File: src/hdl/trs_pkg.sv
// Shared types and constants of the reservation station scheduler.
package trs_pkg;

	localparam int DW         = 32;
	localparam int NREG       = 32;
	localparam int REG_W      = 5;
	localparam int ADD_ST     = 4;
	localparam int MUL_ST     = 2;
	localparam int DIV_ST     = 3;
	localparam int NSTA       = ADD_ST + MUL_ST + DIV_ST;
	localparam int IDX_W      = $clog2(NSTA);
	localparam int LAT_W      = 6;
	localparam int QDEPTH     = 2;
	localparam int QPTR_W     = $clog2(QDEPTH);

	typedef logic [3:0] tag_t;

	localparam tag_t TAG_READY = tag_t'(NSTA);
	localparam tag_t TAG_EMPTY = tag_t'(NSTA + 1);

	localparam logic [1:0] OP_ADD = 2'd0;
	localparam logic [1:0] OP_SUB = 2'd1;
	localparam logic [1:0] OP_MUL = 2'd2;
	localparam logic [1:0] OP_DIV = 2'd3;

	localparam logic [1:0] ST_NONE   = 2'd0;
	localparam logic [1:0] ST_STALL  = 2'd1;
	localparam logic [1:0] ST_ISSUED = 2'd2;

	localparam logic KIND_ISSUE = 1'b0;
	localparam logic KIND_WB    = 1'b1;

	localparam logic [1:0] CFG_ADD_LAT = 2'd0;
	localparam logic [1:0] CFG_MUL_LAT = 2'd1;
	localparam logic [1:0] CFG_DIV_LAT = 2'd2;

	typedef enum logic [1:0] {
		CLS_ADD,
		CLS_MUL,
		CLS_DIV
	} cls_t;

	typedef struct packed {
		logic             vld;
		logic [1:0]       op;
		cls_t             cls;
		logic [REG_W-1:0] dest;
		logic [REG_W-1:0] src1;
		logic [REG_W-1:0] src2;
	} item_t;

	typedef struct packed {
		logic             we;
		logic [1:0]       index;
		logic [LAT_W-1:0] data;
	} cfg_wr_t;

endpackage

File: src/hdl/trs_queue.sv
// Short queue of classified items between the front end and the sequencer.
module trs_queue import trs_pkg::*; (
	input  logic  clk,
	input  logic  arst_n,
	input  logic  push_valid,
	output logic  push_ready,
	input  item_t push_item,
	output logic  pop_valid,
	input  logic  pop_ready,
	output item_t pop_item
);

	item_t             mem_q [QDEPTH];
	logic [QPTR_W-1:0] wr_ptr_q, rd_ptr_q;
	logic [QPTR_W:0]   cnt_q;
	logic              do_push, do_pop;

	assign push_ready = cnt_q != (QPTR_W+1)'(QDEPTH);
	assign pop_valid  = cnt_q != '0;
	assign pop_item   = mem_q[rd_ptr_q];
	assign do_push    = push_valid && push_ready;
	assign do_pop     = pop_valid && pop_ready;

	always_ff @(posedge clk or negedge arst_n) begin
		if (!arst_n) begin
			wr_ptr_q <= '0;
			rd_ptr_q <= '0;
			cnt_q    <= '0;
		end else begin
			if (do_push) begin
				wr_ptr_q <= wr_ptr_q + 1'b1;
			end
			if (do_pop) begin
				rd_ptr_q <= rd_ptr_q + 1'b1;
			end
			if (do_push && !do_pop) begin
				cnt_q <= cnt_q + 1'b1;
			end else if (do_pop && !do_push) begin
				cnt_q <= cnt_q - 1'b1;
			end
		end
	end

	always_ff @(posedge clk) begin
		if (do_push) begin
			mem_q[wr_ptr_q] <= push_item;
		end
	end

endmodule

File: config.mk
export PLATFORM = sky130hd
export DESIGN_NAME = trs_queue
export DESIGN_NICKNAME = d
export VERILOG_FILES = /design/src/hdl/trs_pkg.sv /design/src/hdl/trs_queue.sv
export SDC_FILE = /design/constraint.sdc
export NUM_CORES = 1
export LEC_CHECK = 0
export BUFFER_PORTS_ARGS = -buffer_cell sky130_fd_sc_hd__clkbuf_2
export CORE_ASPECT_RATIO = 0.75
export CORE_MARGIN = 2
export CORE_UTILIZATION = 40
export CTS_BUF_LIST = sky130_fd_sc_hd__clkbuf_16
export DETAILED_ROUTE_END_ITERATION = 8
export PLACE_DENSITY = 0.7
export SETUP_SLACK_MARGIN = 0.3
export SLEW_MARGIN = 25
export SYNTH_ARGS = -nofsm -noshare
export SYNTH_HDL_FRONTEND = slang
export SYNTH_SLANG_ARGS = --single-unit
File: constraint.sdc
create_clock -name clk -period 3.9 [get_ports clk]
set_input_delay 0.39 -clock clk [delete_from_list [all_inputs] [get_ports clk]]
set_output_delay 0.39 -clock clk [all_outputs]
set_load 0.01 [all_outputs]
# Yosys cells after proc, flatten, opt, wreduce, memory -nomap -nowiden
# Memories as Yosys holds them, arrays and structs flattened.
# Index checks and enable logic that the tools add are counted.
[totals] mem_count=1 ff_bits=4 output_inout_bits=22 wordCells=21 in_bits=24 ramBits=40
[mem_list] memory="mem_q" depth=2 width=20 read_ports=1 rd_ports_with_merged_regs=0 write_ports=1 line_no="trs_queue.sv:13" text="item_t mem_q [QDEPTH];"
[op_classes] mux=4 n_eq_ne=1 n_reduce_logical=8 addsub=4
[op_table] op="1-bit logical AND" n=4
[op_table] op="2-bit two-way mux" n=2
[op_table] op="2-bit nonzero test" n=2
[op_table] op="1-bit adder (second input constant)" n=2
[op_table] op="2-bit by 1-bit adder with 2-bit output (second input constant)" n=1
[op_table] op="1-bit logical NOT" n=2
[op_table] op="1-bit two-way mux" n=2
[op_table] op="2-bit inequality test (second input constant)" n=1
[op_table] op="2-bit by 1-bit subtractor with 2-bit output (second input constant)" n=1

# Longest topological paths before layout
# Gate-level depths: netlist (run 1).
[logic_depth] word_depth=6 depth_mapped=7

# Worst setup path after synthesis (run 1)
# No wires, ideal clock.
[synth_path] path_type="flip-flop to flip-flop" start="reg cnt_q[0]" end="mem mem_q[0][0] (netlist bit) (enable)" synth_period_minus_slack_ns=1.908 setup_ns=0.397 path_buffers=0 stages_incl_launch_ff=4 slack_ns=1.992 t_arrival_ns=1.512 t_required_ns=3.503 cell_sequence="dfrtp_1 > nand2b_4 > nand2_1 > nor2_1"
[synth_via] elab_chain_len=4
[synth_rtl] item="start, declared" line_no="trs_queue.sv:15" text="logic [QPTR_W:0] cnt_q;"
[synth_rtl] item="start signal, assigned" line_no="trs_queue.sv:37" text="cnt_q <= cnt_q + 1'b1;"
[synth_rtl] item="start signal, assigned" line_no="trs_queue.sv:39" text="cnt_q <= cnt_q - 1'b1;"
[synth_rtl] item="2-bit inequality test" line_no="trs_queue.sv:18" text="assign push_ready = cnt_q != (QPTR_W+1)'(QDEPTH);"
[synth_rtl] item="net push_ready" line_no="trs_queue.sv:6" text="output logic push_ready,"
[synth_rtl] item="1-bit logical AND" line_no="trs_queue.sv:21" text="assign do_push = push_valid && push_ready;"
[synth_rtl] item="1-bit two-way mux" line_no="trs_queue.sv:45" text="if (do_push) begin"
[synth_rtl] item="1-bit two-way mux (implied by the code)" line_no="trs_queue.sv:46" text="mem_q[wr_ptr_q] <= push_item;"
[synth_rtl] item="end, declared" line_no="trs_queue.sv:13"
# The timed path passes the listed nets, and every way through them passes these cells.

==> run metrics, run 1 <==
result of the run completed; number of clock buffers inserted by TritonCTS 5; synthesized netlist net count between 100 and 150; core area roughly 4000 sq um; number of iterations in the first detailed-routing pass 2; setup repair after global routing missed its margin no; number of cell instances on the worst register-to-register path 2; clock transition at the registers of the reported paths about 50 ps; number of antenna violations at the first check in global routing 0; Reg-to-Reg Start cnt_q[0]; slack of the worst reg-to-reg path about 2200 ps; share of final-layout standard cells stronger than drive strength 1 between 50% and 60%; Final Hold Fails 0; sum of overflow across all layers after global routing 0; synthesized area divided by synthesized cell count around 21 sq um; proportion of netlist area held by the largest area contributor ~72%; TritonCTS clock tree built; Ys Warns 0; via count of the routed design ~860; most used flip-flop cell after synthesis sky130_fd_sc_hd__edfxtp_1; clock tree root buffer cell sky130_fd_sc_hd__clkbuf_16; via count of the first global-routing pass 967; post-route setup TNS 0 ps; slowest CP cell sky130_fd_sc_hd__dfrtp_1; Inserted Diodes 0; half-perimeter wire length of the detailed placement result roughly 1.8 mm; global-route track usage on met2 a little under a quarter; post_cts resized 0; most area-consuming cells after synthesis sky130_fd_sc_hd__edfxtp_1 72%, sky130_fd_sc_hd__mux2_2 14%, sky130_fd_sc_hd__dfrtp_1 6.0%; largest buffer count on any clock path 2; critical path type reg -> out; number of cells on the worst hold path 1; routing usage on met3 about 4.7%; Critical R2R Capture mem_q[1][13]; critical path required time between 3000 and 4000 ps; layout overhead on the synthesized area 25.2%; Final Cycle Share between 50% and 60%; maximum VDD drop around 0.00039 V; maximum clock frequency 474 MHz; count of pins over their slew limit 0; total stage count of the critical path 2; Critical Path Max Stage Delay ~900 ps; wire length of the first global-routing pass 4.12 mm; Wirelength per Cell around 13 um; global placer's final weighted congestion about 0.77; initial core utilization between 40% and 50%; end-of-flow core utilization just over 50%; largest net degree at the start of global routing 22; category of the worst setup path capture point primary output; clock sink total 44; worst-margin pin slew around 930 ps; number of endpoints failing setup at the final stage 0; DRT iter0 DRCs 32; min cycle time layout 2110 ps; Yosys cell types 14; Port Buffer Count 45; Row Count 20; static leakage ~0.8 nW; routing layer with the top usage in global route met2; dominant cell by count in the synthesized netlist sky130_fd_sc_hd__edfxtp_1; area leader, netlist sky130_fd_sc_hd__edfxtp_1; Hold Path Class in -> reg; hold_sp push_item[2]; Max-Slew Margin vs Limit between 30% and 40%; synthesized area around 1700 sq um; total power divided by cell area 740 nW/um^2; Crit path arrival time 1720 ps; number of cells produced by synthesis 80; final routed wirelength across all metal layers 2.51 mm; Clock Skews roughly 3.7 ps; count of max-cap constraint violations 0; clk_lat worst skew about 270 ps; IO Pins 46; Max H-tree Level 2; CP max FO 21; register bit total from synthesis 44; number of buffers and inverters on the critical path 1; sequential cell area fraction in the yosys report 78.1%; die area between 4000 and 5000 sq um; DRC violation count after routing 0; Hold Path Sink mem_q[0][2]; leading cell types by count after synthesis 40 x sky130_fd_sc_hd__edfxtp_1, 20 x sky130_fd_sc_hd__mux2_2, 4 x sky130_fd_sc_hd__dfrtp_1, 3 x sky130_fd_sc_hd__xnor2_1; sequence of cells on the critical path mux2_2, clkbuf_2; met1 global-route usage between 10% and 20%; horizontal die dimension ~79 um; routed vias/inst approximately 4.6; Setup crit start kind register; FFs w/ async S/R, synth a little under a tenth; Total GRT Usage 12.2%; EDFF count, synth 40; final antenna-violating net count 0; net count of the finished layout ~160; vertical die dimension roughly 60 um; critical path's top delay family flip-flops
==> final cells by class <==
class / instances / area [sq um]
Clock inverter: 3 / 11.3
Sequential cell: 44 / 1300
Multi-Input combinational cell: 33 / 340
Inverter: 1 / 3.75
Timing Repair Buffer: 46 / 235
Clock buffer: 5 / 125
Fill cell: 344 / 1940
Tap cell: 55 / 68.8
==> stage by stage <==
| step | hold slack [ps] | setup slack (ps) | power [mW] | area [sq um] | std cells |
|---|---|---|---|---|---|
| final | 305 | 1790 | 1.54 | 2090 | 187 |
| after floorplan | 94.4 | 1990 | 1.04 | 1670 | 80 |
| after detailed placement | 206 | 2000 | 1.19 | 1930 | 178 |
| after CTS | 297 | 1740 | 1.57 | 2080 | 187 |
| after global placement | 199 | 2060 | 1.17 | 1930 | 178 |
| after global routing | 302 | 1650 | 1.63 | 2090 | 187 |
==> worst register-to-register path: stages, from the launching register on <==
cell	delay, ps
sky130_fd_sc_hd__dfrtp_1	400
sky130_fd_sc_hd__nand2b_4	160
sky130_fd_sc_hd__and3_1	780
==> cell families after synthesis <==
group	synth area share, %
muxes	13.5
adders and majority gates	0.751
and+or+nand+nor	3.08
DFF	78.1
buffers and inverters	1.88
xor gates and xnor gates	2.63
==> metal layers <==
| layer | routed length, um | up-vias |
|---|---|---|
| met5 | 0 | - |
| met4 | 0 | 0 |
| met3 | 146 | 0 |
| met2 | 1360 | 33 |
| met1 | 996 | 421 |
| li1 | - | 407 |
==> state kept, by name (all words and copies together) (netlist names) <==
register  cells
rd_ptr_q      1
mem_q        40
wr_ptr_q      1
cnt_q         2
==> timing repair <==
item | 4_1_cts | 5_1_grt
hold buffers | 1 | 0
endpoints found under the setup margin | 0 | 0
setup buffers | 0 | 0
endpoints found under the hold margin | 4 | 0
==> cells in the final DEF, fill, tap and decap left out <==
master                          count
sky130_fd_sc_hd__nand2_4            1
sky130_fd_sc_hd__and3_1             1
sky130_fd_sc_hd__clkinv_1           1
sky130_fd_sc_hd__dfrtp_1            4
sky130_fd_sc_hd__inv_1              3
sky130_fd_sc_hd__dlygate4sd3_1      1
sky130_fd_sc_hd__edfxtp_1          40
sky130_fd_sc_hd__nor2_4             1
sky130_fd_sc_hd__nor2_1             1
sky130_fd_sc_hd__or2_4              1
sky130_fd_sc_hd__xor2_1             2
sky130_fd_sc_hd__xnor2_1            3
sky130_fd_sc_hd__clkbuf_2          45
sky130_fd_sc_hd__mux2_2            20
sky130_fd_sc_hd__ha_1               1
sky130_fd_sc_hd__clkbuf_16          5
sky130_fd_sc_hd__nand2b_4           1
sky130_fd_sc_hd__nand2_1            1
==> worst max path at each step <==
| stage | start | to | slack [ps] |
|---|---|---|---|
| 6_report | rd_ptr_q | pop_item[4] | 1790 |
| 4_1_cts | rd_ptr_q | pop_item[4] | 1740 |
| 2_1_floorplan | cnt_q[0] | mem_q[0][0] | 1990 |
| 3_3_place_gp | rd_ptr_q | pop_item[4] | 2060 |
| 5_1_grt | rd_ptr_q | pop_item[17] | 1650 |
| 3_5_place_dp | cnt_q[0] | mem_q[0][11] | 2000 |
==> report_power, final <==
part	internal, mW	switching (mW)	leakage [nW]
Sequential	0.652	0.0809	0.418
Clock	0.230	0.143	0.0738
Combinational	0.226	0.212	0.330
Total	1.11	0.436	0.822
(Power assumes the default switching activity.)
==> run 2: changes to the inputs <==
--- a/config.mk
+++ b/config.mk
@@ -5,13 +5,14 @@
 export SDC_FILE = /design/constraint.sdc
 export NUM_CORES = 1
 export LEC_CHECK = 0
+export ABC_AREA = 1
 export BUFFER_PORTS_ARGS = -buffer_cell sky130_fd_sc_hd__clkbuf_2
 export CORE_ASPECT_RATIO = 0.75
 export CORE_MARGIN = 2
 export CORE_UTILIZATION = 40
 export CTS_BUF_LIST = sky130_fd_sc_hd__clkbuf_16
 export DETAILED_ROUTE_END_ITERATION = 8
-export PLACE_DENSITY = 0.7
+export PLACE_DENSITY = 0.72
 export SETUP_SLACK_MARGIN = 0.3
 export SLEW_MARGIN = 25
 export SYNTH_ARGS = -nofsm -noshare
==> constraint.sdc (replaced) <==
create_clock -name clk -period 1.85 [get_ports clk]
set_input_delay 0.185 -clock clk [delete_from_list [all_inputs] [get_ports clk]]
set_output_delay 0.185 -clock clk [all_outputs]
set_load 0.01 [all_outputs]
==> run 2 against run 1 <==
Sequential share of layout area is 2.0 points lower. Area after synthesis up 2.9%. Clock-buffer cell count is the same. First-iteration DRC count is 19% higher. Combinational power rose to 2.7 times the previous value. Non-clock buffer count is 5 higher. Synthesized cell count grew 66%. Die area up 2.7%. Sequential power is 98% higher. Global-route usage grew 1.2 points. Setup slack got worse by 1400 ps. Critical path type is now reg -> reg.
==> run metrics, run 2 <==
half-perimeter wire length of the detailed placement result 2.05 mm (was 1.75 mm); Crit path arrival time 1590 ps (was 1720 ps); number of iterations in the first detailed-routing pass 3 (was 2); most area-consuming cells after synthesis sky130_fd_sc_hd__edfxtp_1 70%, sky130_fd_sc_hd__nand2_1 14%, sky130_fd_sc_hd__dfrtp_1 5.8% (was sky130_fd_sc_hd__edfxtp_1 72%, sky130_fd_sc_hd__mux2_2 14%, sky130_fd_sc_hd__dfrtp_1 6.0%); Inserted Diodes 0 (unchanged); via count of the first global-routing pass 994 (was 967); net count of the finished layout 212 (was 156); number of cells produced by synthesis 133 (was 80); FFs w/ async S/R, synth 9.09% (unchanged); number of cell instances on the worst register-to-register path 9 (was 2); most frequent cells in the layout 66 x sky130_fd_sc_hd__nand2_1, 45 x sky130_fd_sc_hd__clkbuf_2, 40 x sky130_fd_sc_hd__edfxtp_1 (was 45 x sky130_fd_sc_hd__clkbuf_2, 40 x sky130_fd_sc_hd__edfxtp_1, 20 x sky130_fd_sc_hd__mux2_2); count of max-cap constraint violations 0 (unchanged); Reg-to-Reg Start cnt_q[0] (unchanged); dominant cell by count in the synthesized netlist sky130_fd_sc_hd__nand2_1 (was sky130_fd_sc_hd__edfxtp_1); maximum clock frequency 705 MHz; register bit total from synthesis 44 (unchanged); Critical R2R Capture cnt_q[1] (was mem_q[1][13]); number of clock buffers inserted by TritonCTS 5 (unchanged); final antenna-violating net count 0 (unchanged); static leakage 0.979 nW (was 0.822 nW); Final Cycle Share about 77%; wire length of the first global-routing pass 4.53 mm (was 4.12 mm); synthesized area divided by synthesized cell count 12.9 sq um (was 20.8 sq um); Max H-tree Level 2 (unchanged); category of the worst setup path capture point register (was primary output); Int Pwr 2.27 mW (was 1.11 mW); worst-margin pin slew 224 ps (was 932 ps); Clock Skews 5.19 ps (was 3.70 ps); EDFF count, synth 40 (unchanged); TritonCTS clock tree built (unchanged); post-route setup TNS 0 ps (unchanged); fillcell total 368 (was 344); Critical Path Source cnt_q[0] (was rd_ptr_q); most used flip-flop cell after synthesis sky130_fd_sc_hd__edfxtp_1 (unchanged); Total GRT Usage 13.4% (was 12.2%); synthesized netlist net count 158 (was 105); biggest regs mem_q: 40 flops, cnt_q: 2 flops (unchanged); number of endpoints failing setup at the final stage 0 (unchanged); sum of overflow across all layers after global routing 0 (unchanged); Largest register FFs 40 (unchanged); final routed wirelength across all metal layers 2.90 mm (was 2.51 mm); number of antenna violations at the first check in global routing 0 (unchanged); Port Buffer Count 45 (unchanged); DRC violation count after routing 0 (unchanged); crit path to cnt_q[1] (was pop_item[4]); Ys Warns 0 (unchanged); DRT iter0 DRCs 38 (was 32); largest register by flop count mem_q (unchanged); global placer's final weighted congestion 0.767 (about the same); count of pins over their slew limit 0 (unchanged); result of the run completed (unchanged); initial core utilization 42.0% (was 41.3%); sequential cell area fraction in the yosys report 76.0% (was 78.1%); area leader, netlist sky130_fd_sc_hd__edfxtp_1 (unchanged); Wirelength per Cell 12.0 um (was 13.4 um); Row Count 20 (unchanged); core area 4080 sq um (was 4030 sq um); vertical die dimension 60.7 um (was 59.9 um); switching pwr 1.15 mW (was 0.436 mW); routed vias/inst 4.37 (was 4.60); Final Hold Fails 0 (unchanged); min cycle time layout around 1400 ps; Logic pwr share 34.6% (was 28.4%); horizontal die dimension 79.6 um (was 78.5 um); Hold Path Class in -> reg (unchanged); Yosys cell types 15 (was 14); clock network fraction of design power 23.0% (was 24.2%); clk_lat worst skew 280 ps (was 270 ps); Max-Slew Margin vs Limit 85.1% (was 37.9%); slack of the worst reg-to-reg path 430 ps (was 2180 ps); largest buffer count on any clock path 2 (unchanged); switching fraction of total power 33.7% (was 28.3%); via count of the routed design 1057 (was 861); maximum VDD drop 0.000868 V (was 0.000388 V); total power divided by cell area 1590 nW/um^2 (was 740 nW/um^2); die area 4830 sq um (was 4700 sq um); leading cell types by count after synthesis 66 x sky130_fd_sc_hd__nand2_1, 40 x sky130_fd_sc_hd__edfxtp_1, 4 x sky130_fd_sc_hd__dfrtp_1, 4 x sky130_fd_sc_hd__inv_1 (was 40 x sky130_fd_sc_hd__edfxtp_1, 20 x sky130_fd_sc_hd__mux2_2, 4 x sky130_fd_sc_hd__dfrtp_1, 3 x sky130_fd_sc_hd__xnor2_1); largest net degree at the start of global routing 22 (unchanged); setup repair after global routing missed its margin no (unchanged); most frequent standard cell in the layout excluding fill and tap cells sky130_fd_sc_hd__nand2_1 (was sky130_fd_sc_hd__clkbuf_2); IO Pins 46 (unchanged); fraction of power consumed by sequential logic 42.4% (was 47.5%); critical path type reg -> reg (was reg -> out); worst slack on hold paths 91.7 ps (was 305 ps); clock tree root buffer cell sky130_fd_sc_hd__clkbuf_16 (unchanged); Setup crit start kind register (unchanged); clock transition at the registers of the reported paths 60 ps (was 50 ps); layout overhead on the synthesized area 25.7% (was 25.2%); clock sink total 44 (unchanged); proportion of netlist area held by the largest area contributor 70.1% (was 72.1%); CP max FO 4 (was 21); number of cells on the worst hold path 1 (unchanged); share of final-layout standard cells stronger than drive strength 1 34.8% (was 56.1%); critical path required time 2020 ps (was 3510 ps); synthesized area 1710 sq um (was 1670 sq um)
==> run 2: cells by family (layout without fill, tap and decap cells) <==
family,Yosys count,count (layout),synth area share (%)
xor gates and xnor gates,2,2,1.46
adders and majority gates,1,1,0.730
buffers and inverters,11,65,3.94
DFF,44,44,76.0
and+or+nand+nor,75,75,17.9
==> run 2: worst min path at each step <==
stage / end / slack (ps) / from
3_3_place_gp: cnt_q[1] / 5 / arst_n
6_report: mem_q[1][7] / 90 / push_item[7]
4_1_cts: mem_q[0][9] / 90 / push_item[9]
2_1_floorplan: cnt_q[0] / -110 / arst_n
3_5_place_dp: cnt_q[1] / 3 / arst_n
5_1_grt: mem_q[0][9] / 90 / push_item[9]
==> run 2: timing repair <==
item / CTS / global route
hold buffers: 1 / 0
hold endpoints to repair: 4 / 0
gates resized for setup: 0 / 2
setup endpoints to repair: 0 / 8
setup buffers: 0 / 0
==> run 2: final cells by class <==
class | instances | area (sq um) | share of cell area [%]
Timing Repair Buffer | 51 | 273 | 12.7
Clock inverter | 2 | 7.51 | 0.349
Clock buffer | 5 | 125 | 5.81
Multi-Input combinational cell | 78 | 349 | 16.2
Tap cell | 55 | 68.8 | 3.20
Sequential cell | 44 | 1300 | 60.4
Inverter | 7 | 28.8 | 1.34
==> run 2: worst max-delay path, stage by stage (launching register included) <==
cell                      delay (ps)
sky130_fd_sc_hd__dfrtp_1         410
sky130_fd_sc_hd__inv_2           110
sky130_fd_sc_hd__nand2_4          60
sky130_fd_sc_hd__nand2_4          90
sky130_fd_sc_hd__inv_1            50
sky130_fd_sc_hd__ha_1            310
sky130_fd_sc_hd__inv_1            90
sky130_fd_sc_hd__nand3_1          90
sky130_fd_sc_hd__nand2_1          70
sky130_fd_sc_hd__nand2_1          40
==> run 2: metal layers <==
| metal | up-vias | global-route usage [%] | routed length [um] |
|---|---|---|---|
| li1 | 546 | - | - |
| met1 | 470 | 16.3 | 1310 |
| met2 | 36 | 21.8 | 1350 |
| met3 | 5 | 4.61 | 181 |
| met4 | 0 | 6.65 | 51 |
| met5 | - | 0 | 0 |
==> run 2: power by group through the flow <==
stage	logic [mW]	clock network, mW	registers [mW]
after floorplan	0.783	0	1.47
after detailed placement	1.21	0	1.47
final	1.19	0.787	1.45
after CTS	1.21	0.805	1.45
after global routing	1.32	0.840	1.48
after global placement	1.18	0	1.46
==> run 2: stage by stage <==
step                      instance area (sq um)  cells  utilization, %  total power, mW  setup slack [ps]
after floorplan                            1710    133               -             2.25              3.66
final                                      2150    242            52.8             3.43               431
after global routing                       2150    242            52.8             3.64               335
after global placement                     2010    234            49.2             2.64               503
after CTS                                  2150    242            52.7             3.47               371
after detailed placement                   2010    234            49.2             2.68               436
==> run 3: changes to the inputs <==
==> constraint.sdc (replaced) <==
create_clock -name clk -period 1.3 [get_ports clk]
set_input_delay 0.13 -clock clk [delete_from_list [all_inputs] [get_ports clk]]
set_output_delay 0.13 -clock clk [all_outputs]
set_load 0.01 [all_outputs]
==> run 3 against run 2 <==
Critical path depth is 5 lower. Sequential power is 44% higher. Clock power is 73% higher. Total power is 63% higher. Design area is 9.1% higher. Clock-buffer cell count stayed put. Global-route usage is 0.097 points higher.
==> run metrics, run 3 (synthesis gave the netlist of run 2 again) <==
initial core utilization 42.0% (unchanged); slowest CP cell sky130_fd_sc_hd__dfrtp_2 (was sky130_fd_sc_hd__dfrtp_1); worst slack at placement -3.12 ps (was 436 ps); min cycle time layout 1290 ps; Setup crit start kind register (unchanged); sum of overflow across all layers after global routing 0 (unchanged); Wirelength per Cell 11.9 um (was 12.0 um); worst slack on hold paths 33.8 ps (was 91.7 ps); routed vias/inst 4.41 (was 4.37); maximum VDD drop 0.00138 V (was 0.000868 V); die area 4830 sq um (unchanged); final instance area 2350 sq um (was 2150 sq um); Max H-tree Level 2 (unchanged); largest net degree at the start of global routing 22 (unchanged); DRC violation count after routing 0 (unchanged); critical path's top delay family flip-flops (unchanged); area of placed instances 2050 sq um (was 2010 sq um); static leakage 1.05 nW (was 0.979 nW); share of final-layout standard cells stronger than drive strength 1 41.2% (was 34.8%); number of clock buffers inserted by TritonCTS 5 (unchanged); clock tree root buffer cell sky130_fd_sc_hd__clkbuf_16 (unchanged); most frequent standard cell in the layout excluding fill and tap cells sky130_fd_sc_hd__nand2_1 (unchanged); layout overhead on the synthesized area 37.2% (was 25.7%); Final Hold Fails 0 (unchanged); cell with the most instances on the worst path sky130_fd_sc_hd__nand2_1; routing usage on met3 6.70% (was 4.61%); critical path required time 1170 ps (was 2020 ps); final setup slack of the worst path 6.67 ps (was 431 ps); most frequent cells in the layout 66 x sky130_fd_sc_hd__nand2_1, 40 x sky130_fd_sc_hd__edfxtp_1, 25 x sky130_fd_sc_hd__clkbuf_2 (was 66 x sky130_fd_sc_hd__nand2_1, 45 x sky130_fd_sc_hd__clkbuf_2, 40 x sky130_fd_sc_hd__edfxtp_1); critical path type reg -> out (was reg -> reg); fillcell total 319 (was 368); final routed wirelength across all metal layers 2.95 mm (was 2.90 mm); count of max-cap constraint violations 0 (unchanged); sequence of cells on the critical path buf_12, nand2_1, nand2_1, buf_2 (was inv_2, nand2_4, nand2_4, inv_1, ha_1, inv_1, nand3_1, nand2_1, nand2_1); core area 4080 sq um (unchanged); maximum clock frequency 773 MHz; clock sink total 44 (unchanged); biggest regs mem_q: 40 flops, cnt_q: 2 flops (unchanged); met1 global-route usage 16.3% (about the same); worst-margin pin slew 186 ps (was 224 ps); Final Cycle Share around 99%; Inserted Diodes 0 (unchanged); TritonCTS clock tree built (unchanged); number of antenna violations at the first check in global routing 0 (unchanged); post-route setup TNS 0 ps (unchanged); Largest register FFs 40 (unchanged); result of the run completed (unchanged); IO Pins 46 (unchanged); number of iterations in the first detailed-routing pass 4 (was 3); global-route track usage on met2 22.0% (was 21.8%); global placer's final weighted congestion 0.815 (was 0.767); Critical Path Max Stage Delay 450 ps (was 410 ps); vertical die dimension 60.7 um (unchanged); via count of the routed design 1098 (was 1057); Total GRT Usage 13.5% (was 13.4%); number of buffers and inverters on the critical path 2 (was 3); Max-Slew Margin vs Limit 87.6% (was 85.1%); DRT iter0 DRCs 47 (was 38); routing layer with the top usage in global route met2 (unchanged); Port Buffer Count 45 (unchanged); setup repair after global routing missed its margin yes (was no); number of endpoints failing setup at the final stage 0 (unchanged); final antenna-violating net count 0 (unchanged); end-of-flow core utilization 57.6% (was 52.8%); horizontal die dimension 79.6 um (unchanged); net count of the finished layout 218 (was 212); half-perimeter wire length of the detailed placement result 1.85 mm (was 2.05 mm); wire length of the first global-routing pass 4.62 mm (was 4.53 mm); largest register by flop count mem_q (unchanged); count of pins over their slew limit 0 (unchanged); clk_lat worst skew 280 ps (about the same); CP max FO 21 (was 4); Clock Skews 4.65 ps (was 5.19 ps); clock transition at the registers of the reported paths 60 ps (about the same); Row Count 20 (unchanged); Hold Path Class in -> reg (unchanged); category of the worst setup path capture point primary output (was register); via count of the first global-routing pass 1018 (was 994); Crit path arrival time 1160 ps (was 1590 ps); largest buffer count on any clock path 2 (unchanged); total power divided by cell area 2380 nW/um^2 (was 1590 nW/um^2)
run 3: cell count changes in the layout (fill, tap and decap cells not counted), sizes merged:
cell    delta
buf       +26
bufinv     +1
clkbuf    -20
clkinv     +1
inv        -1
run 3: area by class of cell:
cell class              count  area (sq um)  share of cell area, %
multi-input cells          78           398                   16.9
flip-flops and latches     44          1300                   55.5
repair buffers             57           379                   16.1
well taps                  55          68.8                   2.93
clock buffers               5           125                   5.32
inverters                   7          36.3                   1.54
clock inverters             3          38.8                   1.65
run 3: timing repair:
action / in CTS / in global routing
buffers inserted: 4 / 3
hold buffers: 1 / 0
pin swaps: 3 / 1
setup endpoints to repair: 64 / 66
gates resized for setup: 12 / 28
endpoints found under the hold margin: 4 / 0
run 3: final timing paths:
check                              from           end  slack [ps]  cells past startpoint
max                            rd_ptr_q  pop_item[10]           7                      4
min in group asynchronous        arst_n      cnt_q[1]         190                      2
max in group asynchronous        arst_n      rd_ptr_q         970                      2
max reg2reg                    cnt_q[0]      cnt_q[1]           7                      8
min                        push_item[9]   mem_q[0][9]          30                      1
min reg2reg                    cnt_q[1]      cnt_q[1]         650                      3
run 3: through the flow:
stage	total power, mW	cells
global route	5.91	249
finish	5.59	249
floorplan	3.26	133
global placement	3.87	233
CTS	5.49	246
detailed placement	3.89	233
run 3: per-layer routing:
layer | vias up | share of wire (%)
met5 | - | 0
met2 | 35 | 46
met4 | 0 | 1.1
met3 | 4 | 7.7
li1 | 559 | -
met1 | 500 | 46
run 3: report_power, final:
group	total, mW	switching (mW)	internal [mW]	leakage, nW
clock	1.36	0.468	0.894	0.0850
combinational	2.14	1.21	0.932	0.545
sequential	2.09	0.135	1.95	0.417
total	5.59	1.81	3.78	1.05
